===== config.mk =====
export PLATFORM = sky130hd
export DESIGN_NAME = sorted_interval_set_unit
export DESIGN_NICKNAME = d
export VERILOG_FILES = /design/src/rtl/sis_pkg.sv /design/src/rtl/sis_ram.sv /design/src/rtl/sorted_interval_set_unit.sv
export SDC_FILE = /design/constraint.sdc
export NUM_CORES = 2
export LEC_CHECK = 0
export ABC_AREA = 1
export BUFFER_PORTS_ARGS = -buffer_cell sky130_fd_sc_hd__buf_2
export CAP_MARGIN = 15
export CORE_MARGIN = 2
export CORE_UTILIZATION = 60
export CTS_CLUSTER_SIZE = 30
export DETAILED_ROUTE_END_ITERATION = 10
export PLACE_DENSITY_LB_ADDON = 0.12
export SYNTH_ARGS = -nofsm -noshare
export SYNTH_HDL_FRONTEND = slang
export SYNTH_SLANG_ARGS = --single-unit

===== constraint.sdc =====
create_clock -name i_clk -period 10.9 [get_ports i_clk]
set_clock_uncertainty 0.05 [all_clocks]
set_input_delay 2.18 -clock i_clk [delete_from_list [all_inputs] [get_ports i_clk]]
set_output_delay 2.18 -clock i_clk [all_outputs]
set_load 0.02 [all_outputs]

===== src/rtl/sis_pkg.sv =====
`timescale 1ns / 1ps
`default_nettype none

package sis_pkg;

    // Fixed port widths
    localparam int TIME_W   = 16;
    localparam int STATUS_W = 2;
    localparam int POS_W    = 6;
    localparam int COUNT_W  = 7;

    // Command codes
    localparam logic CMD_INSERT = 1'b0;
    localparam logic CMD_REMOVE = 1'b1;

    // Result status codes
    typedef enum logic [STATUS_W-1:0] {
        STAT_DONE      = 2'd0,
        STAT_DUP       = 2'd1,
        STAT_NOT_FOUND = 2'd2,
        STAT_FULL      = 2'd3
    } t_status;

    // Sequencer states
    typedef enum logic [2:0] {
        ST_IDLE,
        ST_SCAN,
        ST_DECIDE,
        ST_SHIFT_UP,
        ST_SHIFT_DN,
        ST_PUT,
        ST_DONE
    } t_state;

endpackage

`default_nettype wire


===== src/rtl/sis_ram.sv =====
`timescale 1ns / 1ps
`default_nettype none

module sis_ram #(
    parameter int WIDTH = 32,
    parameter int DEPTH = 64
) (
    input  wire logic                     i_clk,
    input  wire logic                     i_we,
    input  wire logic [$clog2(DEPTH)-1:0] i_waddr,
    input  wire logic [WIDTH-1:0]         i_wdata,
    input  wire logic [$clog2(DEPTH)-1:0] i_raddr,
    output logic      [WIDTH-1:0]         o_rdata
);

    logic [WIDTH-1:0] r_mem [DEPTH];

    // Write one word, read one word with registered data
    always_ff @(posedge i_clk) begin
        if (i_we) begin
            r_mem[i_waddr] <= i_wdata;
        end
        o_rdata <= r_mem[i_raddr];
    end

endmodule

`default_nettype wire


===== src/rtl/sorted_interval_set_unit.sv =====
`timescale 1ns / 1ps
`default_nettype none
// Sequence: a scan up to the ordered position p, a decide step, then an insert shifts
// (count - p) entries up and writes the new pair, a remove shifts (count - p - 1) entries
// down, and the done state loads the result once the output register is free.
// One operation at a time: o_stall stays high until the sequencer is back in idle.
// Reset (synchronous, active low) empties the set and clears the result valid flag.

module sorted_interval_set_unit #(
    parameter int CAPACITY = 64,
    parameter int KEY_BITS = 16
) (
    input  wire logic                          i_clk,
    input  wire logic                          i_rst_n,
    // Command channel
    input  wire logic                          i_valid,
    output logic                               o_stall,
    input  wire logic                          i_cmd,
    input  wire logic [sis_pkg::TIME_W-1:0]    i_start_time,
    input  wire logic [sis_pkg::TIME_W-1:0]    i_end_time,
    // Result channel
    output logic                               o_valid,
    input  wire logic                          i_stall,
    output logic      [sis_pkg::STATUS_W-1:0]  o_status,
    output logic      [sis_pkg::POS_W-1:0]     o_position,
    output logic      [sis_pkg::COUNT_W-1:0]   o_entry_count,
    output logic                               o_is_empty
);

    import sis_pkg::*;

    localparam int KW     = (KEY_BITS < TIME_W) ? KEY_BITS : TIME_W;
    localparam int IDX_W  = $clog2(CAPACITY);
    localparam int CNT_W  = $clog2(CAPACITY + 1);
    localparam int WORD_W = 2 * KW;

    t_state            r_state, n_state;
    logic [CNT_W-1:0]  r_idx, n_idx;
    logic [CNT_W-1:0]  r_p, n_p;
    logic              r_match, n_match;
    logic              r_cmd, n_cmd;
    logic [KW-1:0]     r_key_s, n_key_s;
    logic [KW-1:0]     r_key_e, n_key_e;
    logic [CNT_W-1:0]  r_cnt, n_cnt;
    t_status           r_status, n_status;
    logic [CNT_W-1:0]  r_pos, n_pos;
    logic              r_out_valid, n_out_valid;
    t_status           r_out_status, n_out_status;
    logic [CNT_W-1:0]  r_out_pos, n_out_pos;
    logic [CNT_W-1:0]  r_out_cnt, n_out_cnt;

    logic              ram_we;
    logic [IDX_W-1:0]  ram_waddr;
    logic [WORD_W-1:0] ram_wdata;
    logic [IDX_W-1:0]  ram_raddr;
    logic [WORD_W-1:0] ram_rdata;

    logic [KW-1:0]     ent_s, ent_e;
    logic              ent_less, ent_equal;
    logic [CNT_W-1:0]  idx_inc, idx_inc2, idx_dec, idx_dec2, cnt_dec, cnt_inc, p_inc;
    logic              out_free;

    // Pair storage, one word of {start, end} per slot
    sis_ram #(
        .WIDTH (WORD_W),
        .DEPTH (CAPACITY)
    ) u_ram (
        .i_clk   (i_clk),
        .i_we    (ram_we),
        .i_waddr (ram_waddr),
        .i_wdata (ram_wdata),
        .i_raddr (ram_raddr),
        .o_rdata (ram_rdata)
    );

    // Shared comparator against the slot being read
    assign ent_s     = ram_rdata[WORD_W-1:KW];
    assign ent_e     = ram_rdata[KW-1:0];
    assign ent_less  = (ent_s < r_key_s) || ((ent_s == r_key_s) && (ent_e < r_key_e));
    assign ent_equal = (ent_s == r_key_s) && (ent_e == r_key_e);

    // Index arithmetic
    assign idx_inc  = r_idx + CNT_W'(1);
    assign idx_inc2 = r_idx + CNT_W'(2);
    assign idx_dec  = r_idx - CNT_W'(1);
    assign idx_dec2 = r_idx - CNT_W'(2);
    assign cnt_dec  = r_cnt - CNT_W'(1);
    assign cnt_inc  = r_cnt + CNT_W'(1);
    assign p_inc    = r_p + CNT_W'(1);

    assign out_free = !r_out_valid || !i_stall;

    // Hold state and result registers
    always_ff @(posedge i_clk) begin
        if (!i_rst_n) begin
            r_state     <= ST_IDLE;
            r_cnt       <= '0;
            r_out_valid <= 1'b0;
        end else begin
            r_state     <= n_state;
            r_cnt       <= n_cnt;
            r_out_valid <= n_out_valid;
        end
        r_idx        <= n_idx;
        r_p          <= n_p;
        r_match      <= n_match;
        r_cmd        <= n_cmd;
        r_key_s      <= n_key_s;
        r_key_e      <= n_key_e;
        r_status     <= n_status;
        r_pos        <= n_pos;
        r_out_status <= n_out_status;
        r_out_pos    <= n_out_pos;
        r_out_cnt    <= n_out_cnt;
    end

    // Sequencer: scan, decide, shift, write, deliver
    always_comb begin
        n_state      = r_state;
        n_idx        = r_idx;
        n_p          = r_p;
        n_match      = r_match;
        n_cmd        = r_cmd;
        n_key_s      = r_key_s;
        n_key_e      = r_key_e;
        n_cnt        = r_cnt;
        n_status     = r_status;
        n_pos        = r_pos;
        n_out_valid  = r_out_valid;
        n_out_status = r_out_status;
        n_out_pos    = r_out_pos;
        n_out_cnt    = r_out_cnt;
        ram_we       = 1'b0;
        ram_waddr    = IDX_W'(r_idx);
        ram_wdata    = ram_rdata;
        ram_raddr    = '0;

        // Drop the result once the consumer takes it
        if (r_out_valid && !i_stall) begin
            n_out_valid = 1'b0;
        end

        unique case (r_state)
            ST_IDLE: begin
                // Prefetch slot zero for the scan
                ram_raddr = '0;
                if (i_valid) begin
                    n_cmd   = i_cmd;
                    n_key_s = i_start_time[KW-1:0];
                    n_key_e = i_end_time[KW-1:0];
                    n_idx   = '0;
                    n_state = ST_SCAN;
                end
            end

            ST_SCAN: begin
                // Advance while the stored pair orders before the key
                ram_raddr = IDX_W'(idx_inc);
                if (r_idx == r_cnt) begin
                    n_p     = r_idx;
                    n_match = 1'b0;
                    n_state = ST_DECIDE;
                end else if (ent_less) begin
                    n_idx = idx_inc;
                end else begin
                    n_p     = r_idx;
                    n_match = ent_equal;
                    n_state = ST_DECIDE;
                end
            end

            ST_DECIDE: begin
                if (r_cmd == CMD_INSERT) begin
                    if (r_match) begin
                        n_status = STAT_DUP;
                        n_pos    = r_p;
                        n_state  = ST_DONE;
                    end else if (r_cnt == CNT_W'(CAPACITY)) begin
                        n_status = STAT_FULL;
                        n_pos    = '0;
                        n_state  = ST_DONE;
                    end else begin
                        n_status = STAT_DONE;
                        n_pos    = r_p;
                        n_cnt    = cnt_inc;
                        if (r_p < r_cnt) begin
                            // Move the tail up, starting at the old last slot
                            ram_raddr = IDX_W'(cnt_dec);
                            n_idx     = r_cnt;
                            n_state   = ST_SHIFT_UP;
                        end else begin
                            n_state = ST_PUT;
                        end
                    end
                end else begin
                    if (r_match) begin
                        n_status = STAT_DONE;
                        n_pos    = r_p;
                        n_cnt    = cnt_dec;
                        if (p_inc < r_cnt) begin
                            // Move the tail down over the removed slot
                            ram_raddr = IDX_W'(p_inc);
                            n_idx     = r_p;
                            n_state   = ST_SHIFT_DN;
                        end else begin
                            n_state = ST_DONE;
                        end
                    end else begin
                        n_status = STAT_NOT_FOUND;
                        n_pos    = '0;
                        n_state  = ST_DONE;
                    end
                end
            end

            ST_SHIFT_UP: begin
                // Copy slot idx-1 into slot idx
                ram_we    = 1'b1;
                ram_waddr = IDX_W'(r_idx);
                ram_wdata = ram_rdata;
                ram_raddr = IDX_W'(idx_dec2);
                n_idx     = idx_dec;
                if (idx_dec == r_p) begin
                    n_state = ST_PUT;
                end
            end

            ST_SHIFT_DN: begin
                // Copy slot idx+1 into slot idx
                ram_we    = 1'b1;
                ram_waddr = IDX_W'(r_idx);
                ram_wdata = ram_rdata;
                ram_raddr = IDX_W'(idx_inc2);
                n_idx     = idx_inc;
                if (idx_inc == r_cnt) begin
                    n_state = ST_DONE;
                end
            end

            ST_PUT: begin
                // Write the new pair into its ordered slot
                ram_we    = 1'b1;
                ram_waddr = IDX_W'(r_p);
                ram_wdata = {r_key_s, r_key_e};
                n_state   = ST_DONE;
            end

            ST_DONE: begin
                // Load the result once the output register is free
                if (out_free) begin
                    n_out_valid  = 1'b1;
                    n_out_status = r_status;
                    n_out_pos    = r_pos;
                    n_out_cnt    = r_cnt;
                    n_state      = ST_IDLE;
                end
            end

            default: begin
                n_state = ST_IDLE;
            end
        endcase
    end

    // Drive the ports
    assign o_stall       = (r_state != ST_IDLE);
    assign o_valid       = r_out_valid;
    assign o_status      = r_out_status;
    assign o_position    = POS_W'(r_out_pos);
    assign o_entry_count = COUNT_W'(r_out_cnt);
    assign o_is_empty    = (r_out_cnt == '0);

endmodule

`default_nettype wire


==> flow_metrics.py <==
metrics = {
    "clock_network": {
        "ctsRootBufferMaster": "clkbuf_16",
        "clockBufferDepth": 3,
        "post_cts_buffers": 0,
        "tritoncts": "built",
        "worstSkewPairLatency_ns": 0.84,
        "numCtsBuffers": 210,
        "htreeDepth": 4,
        "cts-resized-gates": 0,
        "postCtsHoldBufs": 0,
        "clkTransAtPathRegs_ns": 0.06,
        "cts.sinks": 2162,
    },
    "final_layout": {
        "n_fill_cell": 10855,
        "nets": 7450,
        "drive_gt1_share_pct": 8.41,
        "synthToLayoutAreaGrowth_pct": 10.0,
        "seqCellArea_mm2": 0.0645,
        "multi_input_area_mm2": 0.0233,
        "design_area_mm2": 0.0991,
    },
    "power": {
        "leakage_nw": 34.4,
        "power_density_mw_per_mm2": 333,
        "clkPwrFrac_pct": 21.8,
        "sw_frac_of_total_pct": 44.0,
        "irDropWorstVdd_mv": 0.467,
        "seq_power_share_pct": 33.5,
        "p_sw_mw": 14.5,
        "fin_total_pwr_mw": 33.0,
        "power_frac_comb_pct": 44.7,
        "intPower_mw": 18.5,
    },
    "setup_path": {
        "startpoint_type": "register",
        "r2r-start": "r_p[0]$_DFFE_PP_",
        "crit_path_start": "r_p[0]$_DFFE_PP_",
        "r2r-end": "u_ram.o_rdata[0]$_DFF_P_",
        "crit_end": "u_ram.o_rdata[0]$_DFF_P_",
        "rrSetupSlack_ns": 4.85,
        "cp_max_fo": 53,
        "arrival_ns": 6.71,
        "crit_type": "register to register",
        "endpoint_kind": "register",
        "worstPathRequired_ns": 11.56,
        "reg2reg_depth": 23,
    },
    "die": {
        "io-pin-count": 55,
        "coreArea_mm2": 0.149,
        "die_area_mm2": 0.153,
        "row_count": 142,
        "die_y_um": 391,
        "initial_utilization_pct": 60.3,
        "die_width_um": 391,
    },
    "yosys": {
        "yosys.area.top_type": "edfxtp_1",
        "yosysWarnings": 0,
        "ys.flop_type": "edfxtp_1",
        "synth_cells": 7511,
        "synth.top_cells.by_area": "edfxtp_1 (71%), nand3_1 (17%), nand2_1 (5.5%)",
        "post_synth.cell_area_avg_um2": 12.0,
        "seq_area_frac_synth_pct": 71.6,
        "yosys.area.top_type_share_pct": 70.6,
        "syn_area_mm2": 0.0901,
        "yosys_register_bits": 2162,
        "async_reset_ff_share_pct": 0,
        "synth.net_count": 7601,
        "synth_edf_count": 2119,
        "yosys.cell_types.count": 46,
    },
    "timing": {
        "worst_pin_slew_ns": 1.32,
        "timing.final.max_slew_violations": 0,
        "setup_viol": 0,
        "finalSetupTns_ns": 0,
        "worst_slack_ns": 4.85,
        "fmax_ghz": 0.165,
        "timing.hold.ws_ns": 0.366,
        "slew_headroom_pct": 12.0,
        "hold_viol": 0,
        "rsz0062_at_grt": "false",
        "period_needed_ns": 6.05,
        "final_min_period_over_clock_period_pct": 55.5,
    },
    "status": {
        "run_status": "finished clean",
    },
    "detailed_routing": {
        "top_layer_used": "met5",
        "drc": 0,
        "ant_nets": 0,
        "m1WireLength_um": 103000,
        "wl_met3_um": 33800,
        "first_iter_violations": 10324,
        "drt_wl_total_um": 263000,
        "route.met2.wl_um": 116000,
        "wire_per_inst_um": 27.5,
        "vias_per_cell": 6.54,
        "first_pass_iters": 6,
        "vias": 62490,
    },
    "placement": {
        "post-place-ws_ns": 5.01,
        "port_buffers": 54,
        "place.gp.congestion": 0.933,
        "dpl-instance-area_mm2": 0.0923,
        "hpwl_um": 133000,
    },
    "job": {
        "cap_violations": 0,
    },
    "grt": {
        "antenna_found_initial": 11,
        "grt_usage_pct": 34.1,
        "grt_pass1_vias": 57587,
        "gr-total-overflow": 0,
        "grt_start_max_net_pins": 215,
        "grt_pass1_wl_um": 383000,
    },
    "hold_path": {
        "min_path_type": "register to register",
    },
}
==> cell usage in the layout (no fill, tap or decap), drive strengths merged <==
cell type / count
a211oi: 3
a21oi: 38
a221oi: 1
a31oi: 1
buf: 210
bufinv: 18
clkbuf: 273
clkinv: 88
clkinvlp: 6
dfxtp: 43
diode: 2
edfxtp: 2119
fa: 1
ha: 52
inv: 106
nand2: 1322
nand3: 2978
nand3b: 1
nand4: 15
nor2: 113
nor3: 13
nor3b: 1
nor4: 6
o211ai: 6
o21a: 2
o21ai: 66
o221ai: 5
o22ai: 5
o31ai: 2
or2: 2
or4: 1
xnor2: 8
xor2: 34
==> cells in the mapped netlist (2+ instances only) <==
library cell and instances:
buf_4 44, clkbuf_2 2, a211oi_1 3, ha_1 52, xnor2_1 8, nor3_1 13, buf_8 2, nor2_1 108
clkinv_1 3, o21ai_0 61, nor4_1 6, nand2_1 1317, nand4_1 15, a21oi_1 37, o221ai_1 5, edfxtp_1 2119
xor2_1 34, nand2_2 4, nor2_2 2, buf_1 33, o22ai_1 5, nand3_2 3, dfxtp_1 43, o31ai_1 2
buf_6 5, nand3_1 2975, inv_1 90, clkbuf_1 108, nor2_4 3, o21ai_1 3, inv_2 7, o211ai_1 6
o21a_1 2, buf_2 379
==> final cells by class <==
cell class / instances / share of cell area, %
clock buffer: 273 / 5.68
sequential: 2162 / 65.1
multi-input combinational: 4676 / 23.5
antenna: 2 / 0.00505
timing repair buffer: 210 / 1.67
inverter: 100 / 0.394
clock inverter: 118 / 1.18
tap: 2016 / 2.54
==> sequential cells by signal, summed over array words and instances (netlist names), 2 cells and up <==
signal         count
r_state            3
o_entry_count      7
r_idx              7
r_p                7
u_ram.r_mem     2048
r_out_pos          6
u_ram.o_rdata     32
r_key_s           16
r_cnt              7
r_key_e           16
r_status           2
o_status           2
r_pos              6
==> kinds of logic (layout without fill, tap and decap cells) <==
kind of cell | after synthesis | count (layout) | synth area share (%)
and+or+nand+nor | 4452 | 4452 | 22.9
DFF | 2162 | 2162 | 71.6
buffers and inverters | 673 | 701 | 3.58
AOI/OAI and AO/OA | 129 | 129 | 0.815
adders and majority gates | 53 | 53 | 0.745
xor gates and xnor gates | 42 | 42 | 0.408
other | 0 | 2 | 0
==> how the worst min path moves through the flow <==
stage                         startpoint                      to  slack (ns)  cells past startpoint
3_3_place_gp   r_status[0]$_SDFFCE_PP0P_   o_status[0]$_DFFE_PP_        0.36                      0
2_1_floorplan  r_status[0]$_SDFFCE_PP0P_   o_status[0]$_DFFE_PP_        0.35                      0
3_5_place_dp   r_status[0]$_SDFFCE_PP0P_   o_status[0]$_DFFE_PP_        0.35                      0
4_1_cts        r_status[0]$_SDFFCE_PP0P_   o_status[0]$_DFFE_PP_        0.37                      0
6_report       r_status[0]$_SDFFCE_PP0P_   o_status[0]$_DFFE_PP_        0.37                      0
5_1_grt               r_pos[0]$_DFFE_PP_  r_out_pos[0]$_DFFE_PP_        0.38                      0
==> layer usage <==
layer	global-route usage [%]	up-vias
met5	0	-
met4	12.8	4
met3	7.31	515
met2	49.6	4046
met1	50.8	30687
li1	-	27238
==> power groups by stage <==
stage | Sequential, mW | Combinational (mW) | Clock [mW]
4_1_cts | 11.0 | 14.4 | 7.23
3_5_place_dp | 11.2 | 14.3 | 0
3_3_place_gp | 11.2 | 14.2 | 0
6_report | 11.1 | 14.8 | 7.18
2_1_floorplan | 11.3 | 9.34 | 0
5_1_grt | 11.1 | 15.8 | 7.56
==> worst max-delay path: stages (launching register included) <==
cell and delay (ns):
edfxtp_1 0.48, ha_1 0.23, nand3_1 0.12, nor3_1 0.20, xor2_1 0.20, ha_1 0.27
nand2_1 0.10, inv_1 0.06, nand2_1 0.05, nand3_1 0.06, nor2_1 0.20, nand2_1 0.10
nor2_1 0.16, inv_1 0.09, o21ai_0 0.53, a21oi_4 0.09, buf_4 0.33, inv_6 0.61
buf_4 0.82, nand3_1 0.18, nand3_1 0.35, nand2_1 0.23, nand2_1 0.23, nand2_1 0.08
==> through the flow <==
| step | std cells | utilization (%) |
|---|---|---|
| after floorplan | 7511 | - |
| after global placement | 9163 | 61.8 |
| after detailed placement | 9163 | 61.8 |
| after CTS | 9554 | 66.3 |
| after global routing | 9555 | 66.3 |
| final | 9557 | 66.3 |
Power figures use the tool's default switching activity.
